$ cat src/hw/rtl/qsu_pkg.sv
// Package for the quoted string unescaper: types, byte codes and state records.
package qsu_pkg;

  typedef enum logic [1:0] {
    PHASE_TEXT   = 2'd0,
    PHASE_ESC    = 2'd1,
    PHASE_HEX_HI = 2'd2,
    PHASE_HEX_LO = 2'd3
  } phase_e;

  typedef enum logic [1:0] {
    ERR_NONE   = 2'd0,
    ERR_ESCAPE = 2'd1,
    ERR_HEX    = 2'd2
  } err_e;

  localparam logic [7:0] ChrBackslash = 8'h5C;
  localparam logic [7:0] ChrDQuote    = 8'h22;
  localparam logic [7:0] ChrSQuote    = 8'h27;
  localparam logic [7:0] ChrZero      = 8'h30;
  localparam logic [7:0] ChrLowA      = 8'h61;
  localparam logic [7:0] ChrLowB      = 8'h62;
  localparam logic [7:0] ChrLowF      = 8'h66;
  localparam logic [7:0] ChrLowN      = 8'h6E;
  localparam logic [7:0] ChrLowR      = 8'h72;
  localparam logic [7:0] ChrLowT      = 8'h74;
  localparam logic [7:0] ChrLowV      = 8'h76;
  localparam logic [7:0] ChrLowX      = 8'h78;

  typedef struct packed {
    phase_e     phase;
    logic [1:0] cont_left;
    logic [3:0] hex_hi;
    logic       hex_err;
  } state_t;

  typedef struct packed {
    logic       emit;
    logic [7:0] out_byte;
    logic       byte_valid;
    logic       string_end;
    err_e       error_code;
  } result_t;

endpackage

$ cat src/hw/rtl/quoted_string_unescaper_core.sv
// Top level of the quoted string unescaper: input register, decode, result register.
//
// Takes one byte of a quoted string body per transfer and gives at most one decoded
// result per byte. The block is a two-stage pipeline: an input register and a result
// register with the byte decode between them, so it sustains one byte per cycle while
// the output is not stalled by out_ready_i. A backslash, the x of a hex escape and
// the first hex digit give no result; every other byte gives exactly one.
// The closing double quote gives a result with string_end set and byte_valid clear.
module quoted_string_unescaper_core (
  input  logic       clk_i,
  input  logic       rst_ni,
  input  logic       in_valid_i,
  output logic       in_ready_o,
  input  logic [7:0] in_byte_i,
  output logic       out_valid_o,
  input  logic       out_ready_i,
  output logic [7:0] out_byte_o,
  output logic       byte_valid_o,
  output logic       string_end_o,
  output logic [1:0] error_code_o
);

  logic             in_valid_q;
  logic [7:0]       in_byte_q;
  qsu_pkg::state_t  state_q, state_d;
  qsu_pkg::result_t res_d, res_q;
  logic             out_valid_q;
  logic             advance;

  qsu_decode u_decode (
    .byte_i   (in_byte_q),
    .state_i  (state_q),
    .state_o  (state_d),
    .result_o (res_d)
  );

  // advance the held byte when its result (if any) has room
  assign advance    = in_valid_q && (!res_d.emit || !out_valid_q || out_ready_i);
  assign in_ready_o = !in_valid_q || advance;

  always_ff @(posedge clk_i or negedge rst_ni) begin
    if (!rst_ni) begin
      in_valid_q        <= 1'b0;
      out_valid_q       <= 1'b0;
      state_q.phase     <= qsu_pkg::PHASE_TEXT;
      state_q.cont_left <= 2'd0;
      state_q.hex_hi    <= 4'd0;
      state_q.hex_err   <= 1'b0;
    end else begin
      if (in_ready_o) begin
        in_valid_q <= in_valid_i;
      end
      if (advance) begin
        state_q <= state_d;
      end
      if (advance && res_d.emit) begin
        out_valid_q <= 1'b1;
      end else if (out_ready_i) begin
        out_valid_q <= 1'b0;
      end
    end
  end

  always_ff @(posedge clk_i) begin
    if (in_ready_o && in_valid_i) begin
      in_byte_q <= in_byte_i;
    end
    if (advance && res_d.emit) begin
      res_q <= res_d;
    end
  end

  assign out_valid_o  = out_valid_q;
  assign out_byte_o   = res_q.out_byte;
  assign byte_valid_o = res_q.byte_valid;
  assign string_end_o = res_q.string_end;
  assign error_code_o = res_q.error_code;

endmodule

$ cat src/hw/rtl/qsu_decode.sv
// Combinational decode of one byte against the parse state.
module qsu_decode (
  input  logic [7:0]      byte_i,
  input  qsu_pkg::state_t state_i,
  output qsu_pkg::state_t state_o,
  output qsu_pkg::result_t result_o
);

  logic [3:0] hex_val;
  logic       hex_bad;
  logic [1:0] follow;

  always_comb begin
    hex_bad = 1'b0;
    hex_val = 4'd0;
    if (byte_i inside {[8'h30:8'h39]}) begin
      hex_val = byte_i[3:0];
    end else if (byte_i inside {[8'h41:8'h46], [8'h61:8'h66]}) begin
      hex_val = byte_i[3:0] + 4'd9;
    end else begin
      hex_bad = 1'b1;
    end
  end

  always_comb begin
    if (byte_i inside {[8'hC0:8'hDF]}) begin
      follow = 2'd1;
    end else if (byte_i inside {[8'hE0:8'hEF]}) begin
      follow = 2'd2;
    end else if (byte_i inside {[8'hF0:8'hFD]}) begin
      follow = 2'd3;
    end else begin
      follow = 2'd0;
    end
  end

  always_comb begin
    state_o             = state_i;
    result_o.emit       = 1'b1;
    result_o.out_byte   = byte_i;
    result_o.byte_valid = 1'b1;
    result_o.string_end = 1'b0;
    result_o.error_code = qsu_pkg::ERR_NONE;
    case (state_i.phase)
      qsu_pkg::PHASE_ESC: begin
        state_o.phase = qsu_pkg::PHASE_TEXT;
        case (byte_i)
          qsu_pkg::ChrZero:      result_o.out_byte = 8'h00;
          qsu_pkg::ChrLowA:      result_o.out_byte = 8'h07;
          qsu_pkg::ChrLowB:      result_o.out_byte = 8'h08;
          qsu_pkg::ChrLowF:      result_o.out_byte = 8'h0C;
          qsu_pkg::ChrLowN:      result_o.out_byte = 8'h0A;
          qsu_pkg::ChrLowR:      result_o.out_byte = 8'h0D;
          qsu_pkg::ChrLowT:      result_o.out_byte = 8'h09;
          qsu_pkg::ChrLowV:      result_o.out_byte = 8'h0B;
          qsu_pkg::ChrBackslash: result_o.out_byte = qsu_pkg::ChrBackslash;
          qsu_pkg::ChrSQuote:    result_o.out_byte = qsu_pkg::ChrSQuote;
          qsu_pkg::ChrDQuote:    result_o.out_byte = qsu_pkg::ChrDQuote;
          qsu_pkg::ChrLowX: begin
            state_o.phase = qsu_pkg::PHASE_HEX_HI;
            result_o.emit = 1'b0;
          end
          default: begin
            result_o.out_byte   = 8'h00;
            result_o.error_code = qsu_pkg::ERR_ESCAPE;
          end
        endcase
      end
      qsu_pkg::PHASE_HEX_HI: begin
        state_o.phase   = qsu_pkg::PHASE_HEX_LO;
        state_o.hex_hi  = hex_val;
        state_o.hex_err = hex_bad;
        result_o.emit   = 1'b0;
      end
      qsu_pkg::PHASE_HEX_LO: begin
        state_o.phase     = qsu_pkg::PHASE_TEXT;
        state_o.hex_hi    = 4'd0;
        state_o.hex_err   = 1'b0;
        result_o.out_byte = {state_i.hex_hi, hex_val};
        if (hex_bad || state_i.hex_err) begin
          result_o.error_code = qsu_pkg::ERR_HEX;
        end
      end
      default: begin
        if (state_i.cont_left != 2'd0) begin
          state_o.cont_left = state_i.cont_left - 2'd1;
        end else if (byte_i == qsu_pkg::ChrBackslash) begin
          state_o.phase = qsu_pkg::PHASE_ESC;
          result_o.emit = 1'b0;
        end else if (byte_i == qsu_pkg::ChrDQuote) begin
          result_o.out_byte   = 8'h00;
          result_o.byte_valid = 1'b0;
          result_o.string_end = 1'b1;
        end else begin
          state_o.cont_left = follow;
        end
      end
    endcase
  end

endmodule
$ cat config.mk
export PLATFORM = sky130hd
export DESIGN_NAME = quoted_string_unescaper_core
export DESIGN_NICKNAME = d
export VERILOG_FILES = /design/src/hw/rtl/qsu_pkg.sv /design/src/hw/rtl/quoted_string_unescaper_core.sv /design/src/hw/rtl/qsu_decode.sv
export SDC_FILE = /design/constraint.sdc
export NUM_CORES = 1
export LEC_CHECK = 0
export BUFFER_PORTS_ARGS = -buffer_cell sky130_fd_sc_hd__buf_4
export CAP_MARGIN = 20
export CORE_AREA = 2 2 69 71
export DETAILED_ROUTE_END_ITERATION = 16
export DIE_AREA = 0 0 71 73
export GPL_ROUTABILITY_DRIVEN = 0
export GPL_TIMING_DRIVEN = 0
export HOLD_SLACK_MARGIN = 0.15
export PLACE_DENSITY_LB_ADDON = 0.05
export SLEW_MARGIN = 20
export SYNTH_ARGS = -nofsm -noshare
export SYNTH_HDL_FRONTEND = slang
export SYNTH_SLANG_ARGS = --single-unit
$ cat constraint.sdc
create_clock -name clk_i -period 3 [get_ports clk_i]
set_input_delay 0.15 -clock clk_i [delete_from_list [all_inputs] [get_ports clk_i]]
set_output_delay 0.15 -clock clk_i [all_outputs]
set_load 0.05 [all_outputs]
Word-level counts from Yosys, hierarchy flattened
Index checks and enable logic that the tools add are counted.
{"block": "totals", "output_inout_bits": 14, "register_bits": 31}
{"block": "classes", "mux": 28, "n_eq_ne": 18, "magnitude_cmp": 12, "bitwise_logic": 1, "n_addsub": 2, "reduce_logical": 27}
{"cell": "8-bit one-hot mux with 11 select lines", "n": 1}
{"cell": "8-bit by 7-bit equality test with 1-bit output, second input constant", "n": 9}
{"cell": "8-bit by 6-bit equality test with 1-bit output, second input constant", "n": 3}
{"cell": "8-bit >= comparator, second input constant", "n": 3}
{"cell": "8-bit <= comparator, second input constant", "n": 3}
{"cell": "8-bit one-hot mux with 3 select lines", "n": 1}
{"cell": "10-bit two-way mux", "n": 2}
{"cell": "2-bit two-way mux", "n": 10}
{"cell": "8-bit by 7-bit >= comparator with 1-bit output, second input constant", "n": 2}
{"cell": "8-bit by 7-bit <= comparator with 1-bit output, second input constant", "n": 2}
{"cell": "12-bit OR reduction", "n": 1}
{"cell": "11-bit two-way mux", "n": 1}
{"cell": "5-bit one-hot mux with 2 select lines", "n": 1}
{"cell": "1-bit logical AND", "n": 9}
{"cell": "8-bit by 6-bit >= comparator with 1-bit output, second input constant", "n": 1}
{"cell": "8-bit by 6-bit <= comparator with 1-bit output, second input constant", "n": 1}
{"cell": "4-bit two-way mux", "n": 2}
{"cell": "2-bit nonzero test", "n": 4}
{"cell": "1-bit two-way mux", "n": 7}
{"cell": "2-bit one-hot mux with 3 select lines", "n": 1}
{"cell": "5-bit OR reduction", "n": 1}
{"cell": "4-bit adder, second input constant", "n": 1}
{"cell": "2-bit equality test, second input constant", "n": 2}
{"cell": "1-bit logical OR", "n": 4}
{"cell": "other kinds (13)", "n": 16}

Depth between registers and ports, before layout
{"block": "depth", "word_depth": 11, "ltp_mapped": 8, "depth_no_buf": 7}

Cells and area by module
A second synthesis with hierarchy kept.
{"block": "unflattened", "hier_cells": 220, "hier_area_um2": 2144.6}
{"mod": "quoted_string_unescaper_core", "n_inst": 1, "cells_each": 82, "area_per_inst_um2": 1249.9}
{"mod": "qsu_decode", "n_inst": 1, "cells_each": 138, "area_per_inst_um2": 894.6}

Worst setup path before layout
OpenSTA, ideal clock, no wires.
{"block": "synth_path", "path_kind": "register to register", "start": "reg in_byte_q[0]", "end": "reg in_byte_q[0] (enable)", "required_time_ns": 2.627, "stages_incl_launch_ff": 9, "synth_period_minus_slack_ns": 2.519, "path_slack_ns": 0.481, "arrival_time_ns": 2.146, "n_path_buf": 1, "cell_sequence": "edfxtp_1 -> clkbuf_1 -> inv_1 -> ha_1 -> nand4b_1 -> o21a_1 -> o311ai_1 -> nor2_1 -> nor2b_1"}
{"block": "synth_via", "elab_chain_cells": 10, "word_cells_on_any_way": 12, "cone_classes": "eq/ne (2); mux (4); reduce/logical (6)"}
{"element": "from (decl)", "line_no": "quoted_string_unescaper_core.sv:24", "source": "logic [7:0] in_byte_q;"}
{"element": "from (signal assigned)", "line_no": "quoted_string_unescaper_core.sv:66", "source": "in_byte_q <= in_byte_i;"}
{"element": "8-bit by 7-bit equality test with 1-bit output", "line_no": "qsu_decode.sv:87", "source": "end else if (byte_i == qsu_pkg::ChrBackslash) begin"}
{"element": "1-bit two-way mux", "line_no": "qsu_decode.sv:87"}
{"element": "11-bit two-way mux", "line_no": "qsu_decode.sv:85", "source": "if (state_i.cont_left != 2'd0) begin"}
{"element": "1-bit one-hot mux with 3 select lines (*)", "line_no": "qsu_decode.sv:44", "source": "case (state_i.phase)"}
{"element": "1-bit zero test (*)", "line_no": "quoted_string_unescaper_core.sv:38", "source": "assign advance = in_valid_q && (!res_d.emit || !out_valid_q || out_ready_i);"}
{"element": "1-bit logical OR (*) (2 in a row)", "line_no": "quoted_string_unescaper_core.sv:38"}
{"element": "1-bit logical AND (*)", "line_no": "quoted_string_unescaper_core.sv:38"}
{"element": "1-bit logical OR (*)", "line_no": "quoted_string_unescaper_core.sv:39", "source": "assign in_ready_o = !in_valid_q || advance;"}
{"element": "1-bit logical AND (*)", "line_no": "quoted_string_unescaper_core.sv:65", "source": "if (in_ready_o && in_valid_i) begin"}
Every way passes the cells marked *; elsewhere a longest branch is shown, timed or not.
A chain may end at the register's enable or synchronous reset.

Worst setup path in the final report
{"block": "layout_path", "start": "reg in_byte_q[0]", "end": "out in_ready_o"}
{"block": "layout_via", "elab_chain_cells": 9, "word_cells_on_any_way": 11, "cone_classes": "eq/ne (2); mux (4); reduce/logical (5)"}
{"element": "8-bit by 7-bit equality test with 1-bit output", "line_no": "qsu_decode.sv:87"}
{"element": "1-bit two-way mux", "line_no": "qsu_decode.sv:87"}
{"element": "11-bit two-way mux", "line_no": "qsu_decode.sv:85"}
{"element": "1-bit one-hot mux with 3 select lines (*)", "line_no": "qsu_decode.sv:44"}
{"element": "1-bit zero test (*)", "line_no": "quoted_string_unescaper_core.sv:38"}
{"element": "1-bit logical OR (*) (2 in a row)", "line_no": "quoted_string_unescaper_core.sv:38"}
{"element": "1-bit logical AND (*)", "line_no": "quoted_string_unescaper_core.sv:38"}
{"element": "1-bit logical OR (*)", "line_no": "quoted_string_unescaper_core.sv:39"}
{"element": "to (decl)", "line_no": "quoted_string_unescaper_core.sv:13", "source": "output logic in_ready_o,"}
Marks and branches as above.

==> key figures <==
Outcome
  • Status: completed

Logic synthesis
  • Async set or reset register ratio after synthesis: 35.5%
  • #FFs+latches synth: 31
  • Area contributors post-synth: edfxtp_1 30%, dfrtp_1 14%, ha_1 5.6%
  • Cells after synthesis: 204
  • Count of cell types in the netlist: between 50 and 60
  • EDFF count, synth: 20
  • Yosys Warn Count: 0
  • Register area share after synthesis: between 40% and 50%
  • Synth Cell Area: ~2000 um2
  • Dominant synthesized flop cell: edfxtp_1
  • Count leader, synth: edfxtp_1
  • Top cell type's share of synthesized area: 29.7%
  • Total nets after synthesis: 225
  • Largest area contributor in the netlist: edfxtp_1
  • Syn avg cell area: a little under 10 um2
  • Most instantiated cells after synthesis: 20 x edfxtp_1, 15 x nand2_1, 11 x dfrtp_1, 11 x nor3_1

STA
  • Hold Fails Final Rpt: 0
  • Final WS setup: about 0.27 ns
  • Worst slew pin tran: slightly above 0.6 ns
  • Relative slew slack: 59.6%
  • Period minus WS final: 2.73 ns
  • Hold Worst Slack: between 0.15 and 0.2 ns
  • Pins Over Slew Limit: 0
  • Tcrit/Tclk final: between 90% and 100%
  • RSZ-0062 raised after global routing: no
  • Fmax: about 370 MHz
  • Clock Skew: roughly 0.011 ns
  • Final setup vio count: 0

Finish
  • Final nets: 266
  • Layout Area Growth over Synthesis: 23.6%
  • # fillers: slightly below 400
  • Ant. Diodes: 0
  • Final cell utilization of the core: 55.0%
  • Final instance area: 2500 um2
  • Filler-free cell count of the finished design: 300
  • Layout cell share with drive strength beyond 1: between 10% and 20%

Floorplanning
  • Core box area: about 4500 um2
  • I/O pin count: 26
  • Die Y-Extent: about 73 um
  • Die width: just over 70 um
  • Initial Util: between 40 and 50%
  • DIE AREA: 5180 um2
  • # rows: 25

Min path
  • Worst min path class: in2reg

Global route
  • First-pass GRT wire length: between 8 and 9 mm
  • Grt ovf: 0
  • Largest net degree at the start of global routing: 13
  • Vias in the first global route: about 1800
  • Antenna violations before repair: 0
  • GRT Total Usage: slightly above 20%

Pwr
  • Max VDD drop: approximately 0.32 mV
  • Pwr dens: between 700 and 800 nW/um2
  • Leak Pwr: 0.951 nW

Detailed routing
  • Vias: roughly 1800
  • Detailed Route WL: about 5.0 mm
  • WL/cell: ~17 um
  • # DRC: 0
  • Pre-antenna DRT Iters: 4
  • Initial drt markers: 86
  • Antenna Nets Post-Route: 0
  • Vias per Instance: 5.92

CTS
  • Root Driver: clkbuf_8
  • CTS tree: built
  • Skew-Pair Late Insertion Delay: ~0.29 ns
  • CTS sink cnt: 31
  • Setup bufs post-CTS: 0
  • Clock slew seen by the registers of the worst setup and hold paths: around 0.070 ns
  • CTS Buffer Depth: 2
  • H-tree depth: 2
  • TritonCTS Buffers: 5

Place
  • Dpl ws: -0.0861 ns
  • Placed Cells: ~280
  • Final HPWL DP: roughly 3.8 mm
  • Placed cell areas: between 2000 and 2500 um2
  • PortBufs: 25

Setup path
  • Kind of start point of the critical path: flop
  • Worst endpoint data arrival time: 2.58 ns
  • Critical Path Sink Type: primary output
  • Critical path class: reg2out
  • Critical path peak fanout: 10
  • Req. time, crit path: roughly 2.9 ns

Run
  • Max cap viols: 0
## worst paths after layout
path                              startpoint  cells past startpoint     endpoint  slack, ns
worst max register to register  in_byte_q[0]                      7   state_q[6]       0.33
min in group asynchronous             rst_ni                      2   state_q[4]       0.23
worst max-delay path            in_byte_q[0]                      8   in_ready_o       0.27
worst min register to register    state_q[4]                      1   state_q[4]       0.49
max in group asynchronous             rst_ni                      2   state_q[2]       2.62
worst min-delay path             out_ready_i                      3  out_valid_o       0.19
## metal layers
layer | vias up | routed length (um) | global-route usage (%) | part of all wire (%)
met4 | 0 | 189 | 10.7 | 3.8
met3 | 19 | 293 | 4.70 | 5.9
met2 | 92 | 2350 | 34.3 | 47
met5 | - | 0 | 0 | 0
met1 | 818 | 2140 | 25.5 | 43
li1 | 847 | - | - | -
## layout make-up
class | count | area, um2 | area share, %
sequential | 31 | 876 | 35.1
timing repair buffer | 35 | 288 | 11.5
multi-input combinational | 153 | 1080 | 43.2
clock buffer | 5 | 68.8 | 2.76
tap | 54 | 67.6 | 2.71
clock inverter | 3 | 38.8 | 1.55
inverter | 8 | 30.0 | 1.20
buffer | 11 | 48.8 | 1.95
## metrics by stage
step	total power, mW	setup TNS, ns
final	1.99	0
after global routing	2.11	0
after CTS	2.00	0
after detailed placement	1.58	-0.687
after global placement	1.57	-0.0542
after floorplan	1.32	0
## sequential cells by signal, summed over array words and instances (netlist names), named ones only
| register | cells |
|---|---|
| in_byte_q | 8 |
| out_byte_o | 8 |
| state_q | 8 |
| error_code_o | 2 |
| byte_valid_o | 1 |
| in_valid_q | 1 |
| out_valid_o | 1 |
| string_end_o | 1 |
## placed cells by master, fill, tap and decap left out, types with 6 or more instances in the layout
cell	synthesis	routed
buf_4	0	25
edfxtp_1	20	20
nand2_1	15	15
nor3_1	11	11
dfrtp_1	11	11
o21ai_1	10	10
dlygate4sd3_1	0	10
clkbuf_1	10	9
nor2_1	10	9
ha_1	9	9
inv_1	8	8
a21oi_1	7	7
nand2b_1	6	6
## power by group
group          switching [mW]  total [mW]  internal (mW)
combinational           0.604       0.910          0.306
sequential             0.0739       0.686          0.612
clock                   0.155       0.398          0.243
## critical path, stage by stage, from the launching register on
cell	delay [ns]
edfxtp_1	0.54
inv_1	0.23
ha_1	0.24
nand4b_1	0.23
o21a_1	0.28
o311ai_2	0.34
nor2_1	0.17
inv_1	0.09
buf_4	0.19
## cell families (layout without fill, tap and decap cells)
group           after synthesis  in the layout  synth area share (%)
compound gates               47             47                  16.5
xor+xnor                      4              4                  1.74
fa+ha+maj                     9              9                  5.58
buf+inv                      20             62                  4.09
flops                        31             31                  43.4
mux                           7              7                  3.72
simple gates                 86             86                  25.0
## what timing repair did
item / CTS / global route
setup endpoints to repair: 8 / 21
gates resized for setup: 1 / 3
hold buffers: 10 / 0
hold endpoints to repair: 20 / 0
Note: power is estimated with default switching activity, not from simulation.
